===== src/sst_pkg.sv =====
// ----------------------------------------------------------------------------
// sst_pkg: shared types and constants of the speech segment tracker
// Sample widths, register map, configuration bundle, result record and the
// saturating helpers used by the segment logic.
// ----------------------------------------------------------------------------
package sst_pkg;

  // audio samples covered by one probability window
  localparam int unsigned WINDOW_SAMPLES = 512;

  localparam int SAMPLE_W  = 31;
  localparam int PROB_W    = 16;
  localparam int PAD_W     = 30;
  localparam int REG_IDX_W = 3;
  localparam int APB_AW    = REG_IDX_W + 2;
  localparam int APB_DW    = 32;

  // result queue: room for two results per request plus drain slack
  localparam int OUT_DEPTH = 4;
  localparam int OUT_AW    = $clog2(OUT_DEPTH);

  typedef logic [SAMPLE_W-1:0]        sample_t;
  typedef logic signed [SAMPLE_W+1:0] wide_t;
  typedef logic [PROB_W-1:0]          prob_t;
  typedef logic [PAD_W-1:0]           pad_t;

  localparam sample_t WINDOW_STEP = sample_t'(WINDOW_SAMPLES);

  typedef enum logic {
    OP_WINDOW = 1'b0,
    OP_EOS    = 1'b1
  } op_t;

  typedef enum logic [REG_IDX_W-1:0] {
    REG_SPEECH_THR      = 3'd0,
    REG_SILENCE_THR     = 3'd1,
    REG_MIN_SILENCE     = 3'd2,
    REG_MIN_CUT_SILENCE = 3'd3,
    REG_MIN_SEGMENT     = 3'd4,
    REG_MAX_SEGMENT     = 3'd5,
    REG_PAD             = 3'd6,
    REG_CUT_LONGEST     = 3'd7
  } reg_idx_t;

  localparam prob_t   RST_SPEECH_THR      = prob_t'(32768);
  localparam prob_t   RST_SILENCE_THR     = prob_t'(22938);
  localparam sample_t RST_MIN_SILENCE     = sample_t'(1600);
  localparam sample_t RST_MIN_CUT_SILENCE = sample_t'(1568);
  localparam sample_t RST_MIN_SEGMENT     = sample_t'(4000);
  localparam sample_t RST_MAX_SEGMENT     = '1;
  localparam pad_t    RST_PAD             = pad_t'(480);
  localparam logic    RST_CUT_LONGEST     = 1'b1;

  typedef struct packed {
    prob_t   speech_thr;
    prob_t   silence_thr;
    sample_t min_silence_len;
    sample_t min_cut_silence_len;
    sample_t min_segment_len;
    sample_t max_segment_len;
    pad_t    pad_len;
    logic    cut_at_longest;
  } cfg_t;

  typedef struct packed {
    sample_t seg_start;
    sample_t seg_end;
    logic    last;
  } seg_t;

  // results handed to the queue in the same cycle, first then second
  typedef struct packed {
    logic [1:0] cnt;
    seg_t       first;
    seg_t       second;
  } push_t;

  function automatic wide_t widen(sample_t a);
    return wide_t'({2'b00, a});
  endfunction

  function automatic sample_t sat31(wide_t v);
    sample_t r;
    if (v < 0) begin
      r = '0;
    end else if (v > widen('1)) begin
      r = '1;
    end else begin
      r = v[SAMPLE_W-1:0];
    end
    return r;
  endfunction

endpackage


===== src/sst_cfg_regs.sv =====
// ----------------------------------------------------------------------------
// sst_cfg_regs: configuration register file
// APB-style write and read of the eight tracker settings.
// ----------------------------------------------------------------------------
module sst_cfg_regs (
  input  logic                      clk,
  input  logic                      rst_n,
  input  logic                      psel,
  input  logic                      penable,
  input  logic                      pwrite,
  input  logic [sst_pkg::APB_AW-1:0] paddr,
  input  logic [sst_pkg::APB_DW-1:0] pwdata,
  output logic [sst_pkg::APB_DW-1:0] prdata,
  output logic                      pready,
  output sst_pkg::cfg_t             cfg
);
  import sst_pkg::*;

  cfg_t     cfg_r;
  reg_idx_t idx;
  logic     wr_en;

  assign idx    = reg_idx_t'(paddr[APB_AW-1:2]);
  assign wr_en  = psel && penable && pwrite;
  assign pready = 1'b1;
  assign cfg    = cfg_r;

  always_ff @(posedge clk) begin
    if (!rst_n) begin
      cfg_r.speech_thr          <= RST_SPEECH_THR;
      cfg_r.silence_thr         <= RST_SILENCE_THR;
      cfg_r.min_silence_len     <= RST_MIN_SILENCE;
      cfg_r.min_cut_silence_len <= RST_MIN_CUT_SILENCE;
      cfg_r.min_segment_len     <= RST_MIN_SEGMENT;
      cfg_r.max_segment_len     <= RST_MAX_SEGMENT;
      cfg_r.pad_len             <= RST_PAD;
      cfg_r.cut_at_longest      <= RST_CUT_LONGEST;
    end else if (wr_en) begin
      unique case (idx)
        REG_SPEECH_THR:      cfg_r.speech_thr          <= pwdata[PROB_W-1:0];
        REG_SILENCE_THR:     cfg_r.silence_thr         <= pwdata[PROB_W-1:0];
        REG_MIN_SILENCE:     cfg_r.min_silence_len     <= pwdata[SAMPLE_W-1:0];
        REG_MIN_CUT_SILENCE: cfg_r.min_cut_silence_len <= pwdata[SAMPLE_W-1:0];
        REG_MIN_SEGMENT:     cfg_r.min_segment_len     <= pwdata[SAMPLE_W-1:0];
        REG_MAX_SEGMENT:     cfg_r.max_segment_len     <= pwdata[SAMPLE_W-1:0];
        REG_PAD:             cfg_r.pad_len             <= pwdata[PAD_W-1:0];
        REG_CUT_LONGEST:     cfg_r.cut_at_longest      <= pwdata[0];
        default:             cfg_r                     <= cfg_r;
      endcase
    end
  end

  always_comb begin
    unique case (idx)
      REG_SPEECH_THR:      prdata = APB_DW'(cfg_r.speech_thr);
      REG_SILENCE_THR:     prdata = APB_DW'(cfg_r.silence_thr);
      REG_MIN_SILENCE:     prdata = APB_DW'(cfg_r.min_silence_len);
      REG_MIN_CUT_SILENCE: prdata = APB_DW'(cfg_r.min_cut_silence_len);
      REG_MIN_SEGMENT:     prdata = APB_DW'(cfg_r.min_segment_len);
      REG_MAX_SEGMENT:     prdata = APB_DW'(cfg_r.max_segment_len);
      REG_PAD:             prdata = APB_DW'(cfg_r.pad_len);
      REG_CUT_LONGEST:     prdata = APB_DW'(cfg_r.cut_at_longest);
      default:             prdata = '0;
    endcase
  end

endmodule


===== src/sst_core.sv =====
// ----------------------------------------------------------------------------
// sst_core: segment tracking logic
// Input register, hysteresis state, max-length cuts, padding/merge hold and
// end-of-stream flush, each request resolved once the result queue has room.
// ----------------------------------------------------------------------------
module sst_core (
  input  logic                clk,
  input  logic                rst_n,
  input  logic                in_valid,
  output logic                in_ready,
  input  logic                in_op,
  input  sst_pkg::prob_t      in_prob,
  input  sst_pkg::sample_t    in_audio_length,
  input  sst_pkg::cfg_t       cfg,
  input  logic                space_ok,
  output sst_pkg::push_t      push
);
  import sst_pkg::*;

  typedef struct packed {
    logic    emit;
    sample_t emit_start;
    sample_t emit_end;
    sample_t new_start;
    sample_t new_end;
  } fin_t;

  // hand a finished raw segment to the hold: padding, half-gap merge
  function automatic fin_t do_finish(sample_t s_in, sample_t e_in, logic first,
                                     logic hv, sample_t hs, sample_t he, wide_t pad);
    fin_t  r;
    wide_t s;
    wide_t gap;
    wide_t half;
    wide_t hend;
    s    = widen(s_in);
    hend = '0;
    if (first) begin
      s = s - pad;
      if (s < 0) s = '0;
    end
    if (hv) begin
      gap  = s - widen(he);
      // half gap, truncated toward zero
      half = (gap + ((gap < 0) ? wide_t'(1) : wide_t'(0))) >>> 1;
      if (gap < (pad <<< 1)) begin
        hend = widen(he) + half;
        s    = s - half;
      end else begin
        hend = widen(he) + pad;
        s    = s - pad;
      end
      if (s < 0) s = '0;
    end
    r.emit       = hv;
    r.emit_start = hs;
    r.emit_end   = sat31(hend);
    r.new_start  = sat31(s);
    r.new_end    = e_in;
    return r;
  endfunction

  // request register
  logic    it_valid_r;
  op_t     it_op_r;
  prob_t   it_prob_r;
  sample_t it_alen_r;

  // tracker state; in_speech also stands for "open segment valid"
  sample_t sample_count_r, sample_count_nxt;
  logic    in_speech_r, in_speech_nxt;
  sample_t silence_begin_r, silence_begin_nxt;
  sample_t cut_point_r, cut_point_nxt;
  sample_t resume_point_r, resume_point_nxt;
  sample_t open_start_r, open_start_nxt;
  sample_t best_start_r, best_start_nxt;
  sample_t best_dur_r, best_dur_nxt;
  logic    best_valid_r, best_valid_nxt;
  sample_t held_start_r, held_start_nxt;
  sample_t held_end_r, held_end_nxt;
  logic    held_valid_r, held_valid_nxt;
  logic    first_pending_r, first_pending_nxt;

  logic    fire;
  logic    fin_req;
  logic    drop;
  sample_t fin_e;
  fin_t    fin;
  sample_t cur;
  sample_t now;
  sample_t sb_eff;
  wide_t   pad;
  wide_t   sd_a;
  wide_t   sd_c;
  wide_t   run_len;
  wide_t   eos_len;
  wide_t   tail_sum;
  logic    hv_after;
  sample_t hs_after;
  sample_t he_after;
  sample_t tail_end;

  assign fire     = it_valid_r && space_ok;
  assign in_ready = !it_valid_r || fire;

  always_ff @(posedge clk) begin
    if (!rst_n) begin
      it_valid_r <= 1'b0;
    end else if (in_ready) begin
      it_valid_r <= in_valid;
    end
  end

  always_ff @(posedge clk) begin
    if (in_ready && in_valid) begin
      it_op_r   <= op_t'(in_op);
      it_prob_r <= in_prob;
      it_alen_r <= in_audio_length;
    end
  end

  assign cur     = sample_count_r;
  assign now     = sample_count_r + WINDOW_STEP;
  assign sb_eff  = (silence_begin_r == '0) ? cur : silence_begin_r;
  assign pad     = wide_t'({3'b000, cfg.pad_len});
  assign sd_a    = widen(cur) - widen(silence_begin_r);
  assign sd_c    = widen(cur) - widen(sb_eff);
  assign run_len = widen(now) - widen(open_start_r);
  assign eos_len = widen(it_alen_r) - widen(open_start_r);

  always_comb begin
    sample_count_nxt  = sample_count_r;
    in_speech_nxt     = in_speech_r;
    silence_begin_nxt = silence_begin_r;
    cut_point_nxt     = cut_point_r;
    resume_point_nxt  = resume_point_r;
    open_start_nxt    = open_start_r;
    best_start_nxt    = best_start_r;
    best_dur_nxt      = best_dur_r;
    best_valid_nxt    = best_valid_r;
    held_start_nxt    = held_start_r;
    held_end_nxt      = held_end_r;
    held_valid_nxt    = held_valid_r;
    first_pending_nxt = first_pending_r;
    fin_req           = 1'b0;
    fin_e             = '0;
    drop              = 1'b0;
    push              = '0;

    if (fire) begin
      if (it_op_r == OP_EOS) begin
        // flush the open segment if long enough
        if (in_speech_r && (eos_len > widen(cfg.min_segment_len))) begin
          fin_req = 1'b1;
          fin_e   = it_alen_r;
        end
      end else begin
        sample_count_nxt = now;
        priority if (it_prob_r >= cfg.speech_thr) begin
          if (silence_begin_r != '0) begin
            if ((sd_a > widen(cfg.min_cut_silence_len)) &&
                (!best_valid_r || (sd_a > widen(best_dur_r)))) begin
              best_start_nxt = silence_begin_r;
              best_dur_nxt   = sd_a[SAMPLE_W-1:0];
              best_valid_nxt = 1'b1;
            end
            silence_begin_nxt = '0;
            if (resume_point_r < cut_point_r) resume_point_nxt = cur;
          end
          if (!in_speech_r) begin
            in_speech_nxt  = 1'b1;
            open_start_nxt = cur;
          end
        end else if (in_speech_r && (run_len > widen(cfg.max_segment_len))) begin
          // segment too long: cut it
          fin_req = 1'b1;
          drop    = 1'b1;
          if (cfg.cut_at_longest && best_valid_r) begin
            fin_e = best_start_r;
            if (best_dur_r < cur) begin
              open_start_nxt = best_start_r + best_dur_r;
            end else begin
              in_speech_nxt = 1'b0;
            end
          end else if (cut_point_r != '0) begin
            fin_e = cut_point_r;
            if (resume_point_r < cut_point_r) begin
              in_speech_nxt = 1'b0;
            end else begin
              open_start_nxt = resume_point_r;
            end
          end else begin
            fin_e         = now;
            in_speech_nxt = 1'b0;
          end
        end else if ((it_prob_r < cfg.silence_thr) && in_speech_r) begin
          silence_begin_nxt = sb_eff;
          if (!cfg.cut_at_longest && (sd_c > widen(cfg.min_cut_silence_len))) begin
            cut_point_nxt = sb_eff;
          end
          if ((sd_c >= widen(cfg.min_silence_len)) &&
              ((widen(sb_eff) - widen(open_start_r)) > widen(cfg.min_segment_len))) begin
            fin_req       = 1'b1;
            fin_e         = sb_eff;
            drop          = 1'b1;
            in_speech_nxt = 1'b0;
          end
        end else begin
          // neutral window: only the counter moves
          sample_count_nxt = now;
        end
      end
    end

    fin = do_finish(open_start_r, fin_e, first_pending_r, held_valid_r,
                    held_start_r, held_end_r, pad);

    if (fin_req) begin
      held_start_nxt    = fin.new_start;
      held_end_nxt      = fin.new_end;
      held_valid_nxt    = 1'b1;
      first_pending_nxt = 1'b0;
    end

    if (drop) begin
      cut_point_nxt     = '0;
      resume_point_nxt  = '0;
      silence_begin_nxt = '0;
      best_valid_nxt    = 1'b0;
      best_start_nxt    = '0;
      best_dur_nxt      = '0;
    end

    // end of stream: tail of the hold, clamped to the audio length
    hv_after = held_valid_r || fin_req;
    hs_after = fin_req ? fin.new_start : held_start_r;
    he_after = fin_req ? fin.new_end : held_end_r;
    tail_sum = widen(he_after) + pad;
    tail_end = (tail_sum > widen(it_alen_r)) ? it_alen_r : tail_sum[SAMPLE_W-1:0];

    if (fire && (it_op_r == OP_EOS)) begin
      if (fin_req && fin.emit) begin
        push.cnt    = 2'd2;
        push.first  = '{seg_start: fin.emit_start, seg_end: fin.emit_end, last: 1'b0};
        push.second = '{seg_start: hs_after, seg_end: tail_end, last: 1'b1};
      end else if (hv_after) begin
        push.cnt   = 2'd1;
        push.first = '{seg_start: hs_after, seg_end: tail_end, last: 1'b1};
      end
      sample_count_nxt  = '0;
      in_speech_nxt     = 1'b0;
      silence_begin_nxt = '0;
      cut_point_nxt     = '0;
      resume_point_nxt  = '0;
      open_start_nxt    = '0;
      best_start_nxt    = '0;
      best_dur_nxt      = '0;
      best_valid_nxt    = 1'b0;
      held_start_nxt    = '0;
      held_end_nxt      = '0;
      held_valid_nxt    = 1'b0;
      first_pending_nxt = 1'b1;
    end else if (fin_req && fin.emit) begin
      push.cnt   = 2'd1;
      push.first = '{seg_start: fin.emit_start, seg_end: fin.emit_end, last: 1'b1};
    end
  end

  always_ff @(posedge clk) begin
    if (!rst_n) begin
      sample_count_r  <= '0;
      in_speech_r     <= 1'b0;
      silence_begin_r <= '0;
      cut_point_r     <= '0;
      resume_point_r  <= '0;
      open_start_r    <= '0;
      best_start_r    <= '0;
      best_dur_r      <= '0;
      best_valid_r    <= 1'b0;
      held_start_r    <= '0;
      held_end_r      <= '0;
      held_valid_r    <= 1'b0;
      first_pending_r <= 1'b1;
    end else begin
      sample_count_r  <= sample_count_nxt;
      in_speech_r     <= in_speech_nxt;
      silence_begin_r <= silence_begin_nxt;
      cut_point_r     <= cut_point_nxt;
      resume_point_r  <= resume_point_nxt;
      open_start_r    <= open_start_nxt;
      best_start_r    <= best_start_nxt;
      best_dur_r      <= best_dur_nxt;
      best_valid_r    <= best_valid_nxt;
      held_start_r    <= held_start_nxt;
      held_end_r      <= held_end_nxt;
      held_valid_r    <= held_valid_nxt;
      first_pending_r <= first_pending_nxt;
    end
  end

endmodule


===== src/sst_out_fifo.sv =====
// ----------------------------------------------------------------------------
// sst_out_fifo: result queue
// Register queue taking up to two results per cycle, one out per ready cycle.
// ----------------------------------------------------------------------------
module sst_out_fifo (
  input  logic           clk,
  input  logic           rst_n,
  input  sst_pkg::push_t push,
  output logic           space_ok,
  output logic           out_valid,
  input  logic           out_ready,
  output sst_pkg::seg_t  out_seg
);
  import sst_pkg::*;

  seg_t              mem_r [OUT_DEPTH];
  logic [OUT_AW-1:0] head_r, head_nxt;
  logic [OUT_AW-1:0] tail_r, tail_nxt;
  logic [OUT_AW:0]   count_r, count_nxt;
  logic              pop;

  assign out_valid = (count_r != '0);
  assign out_seg   = mem_r[head_r];
  assign pop       = out_valid && out_ready;
  // room for a worst-case request of two results
  assign space_ok  = (count_r <= (OUT_AW+1)'(OUT_DEPTH - 2));

  assign head_nxt  = head_r + OUT_AW'(pop);
  assign tail_nxt  = tail_r + OUT_AW'(push.cnt);
  assign count_nxt = count_r + (OUT_AW+1)'(push.cnt) - (OUT_AW+1)'(pop);

  always_ff @(posedge clk) begin
    if (push.cnt != 2'd0) mem_r[tail_r] <= push.first;
    if (push.cnt == 2'd2) mem_r[tail_r + OUT_AW'(1)] <= push.second;
  end

  always_ff @(posedge clk) begin
    if (!rst_n) begin
      head_r  <= '0;
      tail_r  <= '0;
      count_r <= '0;
    end else begin
      head_r  <= head_nxt;
      tail_r  <= tail_nxt;
      count_r <= count_nxt;
    end
  end

endmodule


===== src/speech_segment_tracker.sv =====
// ----------------------------------------------------------------------------
// speech_segment_tracker: voice activity hysteresis segmenter
// Turns a stream of per-window speech probabilities into padded, merged
// speech segments, with max-length cutting and end-of-stream flush.
// ----------------------------------------------------------------------------
//
//  channel   handshake            payload
//  --------  -------------------  ------------------------------------------
//  in        in_valid/in_ready    in_op, in_prob, in_audio_length
//  out       out_valid/out_ready  out_seg_start, out_seg_end, out_last
//  cfg       psel/penable/pready  paddr, pwdata, pwrite, prdata
//
//  one request per cycle while the result queue has room: a request waits in
//  the input register until the queue has room and is resolved there; its
//  results enter the queue at the next edge and show on out right after it
//  throughput is bound by the result port: one result per cycle while
//  out_ready is high; an end of stream request gives up to two results
//  in_ready drops while the four-entry result queue has fewer than two free
//  slots and a request is waiting in the input register
//  rst_n is synchronous: it empties the queue and input register, restores
//  the register defaults and clears the tracker state
//  pready is tied high; writes land at the access cycle
//
module speech_segment_tracker (
  input  logic                      clk,
  input  logic                      rst_n,
  // request side
  input  logic                      in_valid,
  output logic                      in_ready,
  input  logic                      in_op,
  input  logic [15:0]               in_prob,
  input  logic [30:0]               in_audio_length,
  // result side
  output logic                      out_valid,
  input  logic                      out_ready,
  output logic [30:0]               out_seg_start,
  output logic [30:0]               out_seg_end,
  output logic                      out_last,
  // register port
  input  logic                      psel,
  input  logic                      penable,
  input  logic                      pwrite,
  input  logic [sst_pkg::APB_AW-1:0] paddr,
  input  logic [sst_pkg::APB_DW-1:0] pwdata,
  output logic [sst_pkg::APB_DW-1:0] prdata,
  output logic                      pready
);
  import sst_pkg::*;

  cfg_t  cfg;
  push_t push;
  seg_t  out_seg;
  logic  space_ok;

  // settings; the user writes them only while the tracker is idle, the block does not enforce it
  sst_cfg_regs u_cfg (
    .clk     (clk),
    .rst_n   (rst_n),
    .psel    (psel),
    .penable (penable),
    .pwrite  (pwrite),
    .paddr   (paddr),
    .pwdata  (pwdata),
    .prdata  (prdata),
    .pready  (pready),
    .cfg     (cfg)
  );

  // hysteresis, cutting and hold: one request resolved per cycle while the queue has room
  sst_core u_core (
    .clk             (clk),
    .rst_n           (rst_n),
    .in_valid        (in_valid),
    .in_ready        (in_ready),
    .in_op           (in_op),
    .in_prob         (in_prob),
    .in_audio_length (in_audio_length),
    .cfg             (cfg),
    .space_ok        (space_ok),
    .push            (push)
  );

  // result queue decouples the result port from the tracker
  sst_out_fifo u_fifo (
    .clk       (clk),
    .rst_n     (rst_n),
    .push      (push),
    .space_ok  (space_ok),
    .out_valid (out_valid),
    .out_ready (out_ready),
    .out_seg   (out_seg)
  );

  assign out_seg_start = out_seg.seg_start;
  assign out_seg_end   = out_seg.seg_end;
  assign out_last      = out_seg.last;

endmodule


===== config.mk =====
export PLATFORM = sky130hd
export DESIGN_NAME = speech_segment_tracker
export DESIGN_NICKNAME = d
export VERILOG_FILES = /design/src/sst_pkg.sv /design/src/sst_cfg_regs.sv /design/src/sst_core.sv /design/src/sst_out_fifo.sv /design/src/speech_segment_tracker.sv
export SDC_FILE = /design/constraint.sdc
export NUM_CORES = 2
export LEC_CHECK = 0
export BUFFER_PORTS_ARGS = -buffer_cell sky130_fd_sc_hd__buf_2
export CORE_UTILIZATION = 40
export DETAILED_ROUTE_END_ITERATION = 8
export MAX_ROUTING_LAYER = met4
export PLACE_DENSITY_LB_ADDON = 0.3
export SKIP_LAST_GASP = 1
export SYNTH_ARGS = -nofsm -noshare
export SYNTH_HDL_FRONTEND = slang
export SYNTH_SLANG_ARGS = --single-unit

===== constraint.sdc =====
create_clock -name clk -period 27.5 [get_ports clk]
set_clock_uncertainty 0.05 [all_clocks]
set_input_delay 2.75 -clock clk [delete_from_list [all_inputs] [get_ports clk]]
set_output_delay 2.75 -clock clk [all_outputs]
set_load 0.03 [all_outputs]

# Word-level counts from Yosys, hierarchy flattened

Memories as Yosys holds them, arrays and structs flattened. A register that Yosys moved wholly into a read port is not among the register bits.
Cells that the tools add are included.

Mux-type cells: 66
Bitwise logic cells: 4
Order comparisons: 21
Reduce and logical (&&, ||, !) cells: 48
Add/subtract/negate cells: 20
Equal/unequal tests: 15

Operators by type and width:

| operator               | count |
|---|---|
| $mux 31                | 28 |
| $mux 33                | 8 |
| $pmux 32 s8            | 1 |
| $gt 33x32->1           | 7 |
| $lt 33x1->1 const B    | 5 |
| $sub 31x31->32         | 5 |
| $mux 65                | 2 |
| $mux 64                | 2 |
| $mux 63                | 2 |
| $gt 33x32->1 const B   | 2 |
| $sub 33x32->33         | 2 |
| $add 31x30->32         | 2 |
| $lt 31x31->1           | 2 |
| $reduce_bool 31->1     | 2 |
| $add 32x32->33         | 1 |
| $add 33x2->33          | 1 |
| $ge 33x32->1           | 1 |
| $lt 33x32->1           | 1 |
| $sub 33x31->33         | 1 |
| $sub 31x30->32         | 1 |
| $add 31x10->31 const B | 1 |
| $add 31x31->31         | 1 |
| $logic_not 31->1       | 1 |
| $mux 1                 | 22 |
| 31 further kinds       | 73 |

Output and inout bits: 98
Register bits: 526
Input bits: 92
Bits in writable memories: 252
Memories kept: 1

Memories:

| name         | words | bits a word | rd ports | clocked after Yosys merged registers in | wr ports | line               | source |
|---|---|---|---|---|---|---|---|
| u_fifo.mem_r | 4     | 63          | 1        | 1                                       | 2        | sst_out_fifo.sv:16 | `seg_t mem_r [OUT_DEPTH];` |

# Depth between registers and ports, before layout

Word-level depth: 24
Gate-level depth with buffers: 64

# Cells and area by module

Synthesis repeated with hierarchy kept, for this count alone.

Cell total of the unflattened synthesis: 7119
Area total of the unflattened synthesis: 63737.4 um^2

By module, submodules not included:

| module       | area each (um^2) | sequential area each (um^2) | times used | cells each |
|---|---|---|---|---|
| sst_core     | 42069.1          | 6726.5                      | 1          | 5553 |
| sst_out_fifo | 13195.2          | 7707.4                      | 1          | 657 |
| sst_cfg_regs | 8473.1           | 3743.6                      | 1          | 909 |

# Worst setup path before layout

No wires, ideal clock.

Path type: register -> register
Start point: register u_core.silence_begin_r[5]
End point: memory u_fifo.mem_r[2][0] (netlist bit), enable pin
Slack: 14678 ps
Arrival time: 12201 ps
Path buffers: 6
Stages on the path, launching flop included: 41
Cell sequence: dfxtp_1 -> buf_4 -> nor4_2 -> nand2_1 -> nor3_2 -> clkbuf_1 -> clkbuf_1 -> nor2_1 -> inv_1 -> ha_1 -> nor3b_1 -> nand3_1 -> o22a_1 -> o31ai_1 -> a221o_1 -> nand2_1 -> a31oi_1 -> a41o_1 -> (+5 left out) -> nand2_1 -> or2_2 -> nor4_1 -> a221oi_1 -> o21ai_0 -> a211o_1 -> o211ai_1 -> nor3_1 -> o21ai_1 -> nand2_1 -> clkbuf_1 -> clkbuf_1 -> ha_1 -> clkbuf_1 -> nand2_1 -> nor2_1 -> a21oi_1 -> o21ai_0

RTL lines:

| element                  | line               | source |
|---|---|---|
| start: declaration       | sst_core.sv:72     | `sample_t silence_begin_r, silence_begin_nxt;` |
| start signal: assignment | sst_core.sv:287    | `silence_begin_r <= silence_begin_nxt;` |
| end: declaration         | sst_out_fifo.sv:16 |  |

==> flow_metrics.env <==
export IMPL_fill_cells=15117
export IMPL_critical_path_max_stage_delay_ns=0.82
export IMPL_postCtsHoldBufs=0
export IMPL_cts_clk_slew_worst_paths_ns=0.06
export IMPL_io_buffers=184
export IMPL_crit_type="reg -> reg"
export IMPL_crit_slowest_cell="nor4_1"
export IMPL_post_cts_setup_buffer_count=0
export IMPL_drt_wl_total_microns=256000
export IMPL_r2r_end="u_fifo.mem_r[0][15]$_DFFE_PP_"
export IMPL_period_needed_ns=17.80
export IMPL_antenna_left=0
export IMPL_fin_area_sq_mm=0.0677
export IMPL_critPathRequiredTime_ns=27.88
export IMPL_hp_class="reg -> reg"
export IMPL_worstHoldStart="u_cfg.cfg[112]$_SDFFE_PN0P_"
export IMPL_cts_tree="done"
export IMPL_grt_usage=0.326
export IMPL_whs_endpoint="u_cfg.cfg[112]$_SDFFE_PN0P_"
export IMPL_ir_worst_vdd_uv=121
export IMPL_rr_worst_depth=55
export IMPL_synth_xor_area_share=0.0500
export IMPL_syn_cell_area_sq_mm=0.0616
export IMPL_core_area_sq_mm=0.152
export IMPL_hold_slack_ns=0.410
export IMPL_grt_pass1_wl_microns=365000
export IMPL_cellLeakagePower_nw=27.6
export IMPL_final_seq_area_sq_mm=0.0182
export IMPL_mostFrequentLayoutCells="nand2_1, ha_1, a21oi_1, inv_1, nor2_1"
export IMPL_num_vias=57885
export IMPL_synthSimpleGateAreaFrac=0.155
export IMPL_fin_setup_tns_ns=0
export IMPL_fin_crit_sh=0.647
export IMPL_rsz0062_at_grt="no"
export IMPL_hpwl_microns=203000
export IMPL_worst_pin_slew_ns=1.22
export IMPL_synth_flop_cell="dfxtp_1"
export IMPL_antenna_found_initial=6
export IMPL_die_y_microns=394
export IMPL_cts_buffers=92
export IMPL_areaGrowthSynthToFinish_pct=9.86
export IMPL_drv_slew=0
export IMPL_r2r_setup_slack_ns=9.70
export IMPL_synth_compound_area_frac=0.244
export IMPL_start_kind="register"
export IMPL_grt_overflow=0
export IMPL_arrival_ns=18.18
export IMPL_relSlewSlack=0.187
export IMPL_ys_ff_latch=758
export IMPL_hold_viol=0
export IMPL_drv_cap=0
export IMPL_r2r_start="u_core.silence_begin_r[8]$_SDFFE_PP0P_"
export IMPL_end_kind="register"
export IMPL_clock_sinks=758
export IMPL_multi_input_area_sq_mm=0.0402
export IMPL_crit_buf_inv=3
export IMPL_drive_above_1_share=0.0853
export IMPL_path_max_fanout=30
export IMPL_cp_top_family="compound AO/OA/AOI/OAI gates"
export IMPL_synthArstFlopShare=0
export IMPL_final_util=0.444
export IMPL_wl_per_cell_microns=27.2
export IMPL_viasPerCell=6.16
export IMPL_syn_instance_count=7262
export IMPL_dieArea_sq_mm=0.156
export IMPL_yosysSeqAreaShare=0.295
export IMPL_synth_mux_area_frac=0.0550
export IMPL_setup_violations=0
export IMPL_placementRows=143
export IMPL_dr_pass1_iters=5
export IMPL_drtIter0Drc=6526
export IMPL_clk_latency_ns=0.75
export IMPL_synthDistinctLibCells=117
export IMPL_yosysWarnings=0
export IMPL_whs_path_depth=2
export IMPL_clock_path_buffers=3
export IMPL_power_mw=5.66
export IMPL_synth_top_family_by_area="compound AO/OA/AOI/OAI gates"
export IMPL_synth_edff_count=300
export IMPL_drcViolationCount=0
export IMPL_fp_dieW_microns=394
export IMPL_status="finished clean"
export IMPL_dpl_cell_area_sq_mm=0.0645
export IMPL_h_tree_depth=3
export IMPL_avgSynthCellArea_sq_um=8.48
export IMPL_synthAdderAreaFrac=0.145
export IMPL_p_per_area_mw_per_mm2=83.6
export IMPL_nets=8088
export IMPL_grt_pass1_vias=53564
export IMPL_ctsResizeCount=0
export IMPL_grt_max_degree=100
export IMPL_max_freq_mhz=56.2
export IMPL_place_congestion=1.03
export IMPL_start_util=0.404
export IMPL_final_common_cell="nand2_1"
export IMPL_io_pins=190
export IMPL_clockRootBuffer="clkbuf_16"
-- where the power goes --
group / leakage [nW] / switching [mW] / internal [mW] / total (mW)
combinational: 19.4 / 2.01 / 1.16 / 3.16
sequential: 6.69 / 0.0378 / 1.18 / 1.21
clock: 1.53 / 0.546 / 0.731 / 1.28
total: 27.6 / 2.59 / 3.07 / 5.66
-- area by class of cell --
class / count / area share
Antenna cell: 2 / 0.0000740
Clock buffer: 127 / 0.0396
Clock inverter: 42 / 0.00681
Inverter: 523 / 0.0290
Multi-Input combinational cell: 5638 / 0.595
Sequential cell: 758 / 0.269
Tap cell: 2030 / 0.0375
Timing Repair Buffer: 273 / 0.0236
-- state kept, by name (all words and copies together), names as in the netlist, 2 cells and up --
signal	flops
u_core.open_start_r	30
u_fifo.head_r	2
u_core.best_start_r	30
u_fifo.tail_r	2
u_core.cut_point_r	31
u_core.cur	22
u_cfg.cfg	187
u_core.held_start_r	31
u_core.it_alen_r	31
u_core.silence_begin_r	31
u_core.best_dur_r	31
u_core.held_end_r	31
u_core.it_prob_r	16
u_core.resume_point_r	22
u_fifo.mem_r	252
u_fifo.count_r	3
-- worst max path at each step --
stage	start	end	slack, ns	cells past startpoint
2_1_floorplan	u_core.silence_begin_r[5]$_SDFFE_PP0P_	u_fifo.mem_r[2][0]$_DFFE_PP_	14.68	40
3_3_place_gp	u_core.silence_begin_r[8]$_SDFFE_PP0P_	u_fifo.mem_r[3][15]$_DFFE_PP_	10.24	54
3_5_place_dp	u_core.silence_begin_r[8]$_SDFFE_PP0P_	u_fifo.mem_r[0][15]$_DFFE_PP_	10.22	54
4_1_cts	u_core.silence_begin_r[8]$_SDFFE_PP0P_	u_fifo.mem_r[0][15]$_DFFE_PP_	10.16	55
5_1_grt	u_core.silence_begin_r[8]$_SDFFE_PP0P_	u_fifo.mem_r[0][15]$_DFFE_PP_	9.15	55
6_report	u_core.silence_begin_r[8]$_SDFFE_PP0P_	u_fifo.mem_r[0][15]$_DFFE_PP_	9.70	55
-- worst reg2reg max path: cells and delay by family (launching register included) --
family | cells | cell delay (ns)
AO/OA/AOI/OAI | 28 | 7.41
XOR/XNOR | 2 | 0.94
adder cells (fa/ha/maj) | 4 | 1.19
buffers and inverters | 3 | 1.15
multiplexers | 1 | 0.40
AND/OR/NAND/NOR | 17 | 5.90
flip-flops | 1 | 0.51
-- per-layer routing --
metal | up-vias | track usage | part of all wire
li1 | 26663 | - | -
met2 | 2685 | 0.493 | 0.44
met4 | 0 | 0.164 | 0.058
met3 | 524 | 0.0460 | 0.083
met1 | 28013 | 0.423 | 0.42
met5 | - | - | 0
-- synthesized netlist by cell type, types with 17 or more instances --
library cell,instances,area (sq um)
o21ai_0,332,1660
a21o_1,239,1790
nand3_1,109,546
a22oi_1,36,270
a221oi_1,19,166
o22ai_1,160,1000
a211oi_1,96,721
ha_1,700,8760
or3_1,31,194
mux4_2,65,1460
inv_1,521,1960
clkbuf_1,282,1060
nor2_1,507,1900
a221oi_2,17,255
nand2_1,772,2900
xor2_1,105,920
buf_2,27,135
xnor2_1,243,2130
o21a_1,90,676
nor3_1,168,841
mux2i_1,188,1880
a31oi_1,50,313
nand4_1,83,519
a221o_1,18,180
o221ai_1,32,280
nor4_1,32,200
a211o_1,23,201
nor2b_1,88,551
a2111oi_0,39,342
edfxtp_1,300,9010
buf_1,22,82.6
o31ai_1,26,195
o21ai_1,61,305
a21boi_0,151,1130
and2_1,85,532
dfxtp_1,458,9170
o21bai_1,48,360
and3_1,48,300
nand2b_1,62,388
a21oi_1,562,2810
o211ai_1,105,788
-- cell families after synthesis --
group                    count (synthesis)
adder cells (fa/ha/maj)                710
other                                    2
multiplexers                           256
AND/OR/NAND/NOR                       2058
AO/OA/AOI/OAI                         2260
flip-flops                             758
XOR/XNOR                               350
buffers and inverters                  868
-- through the flow --
step	worst slack, ns	instances
2_1_floorplan	14.68	7264
3_3_place_gp	10.24	9222
3_5_place_dp	10.22	9222
4_1_cts	10.16	9391
5_1_grt	9.15	9392
6_report	9.70	9393
No activity file was read; power rests on OpenSTA's default activity.
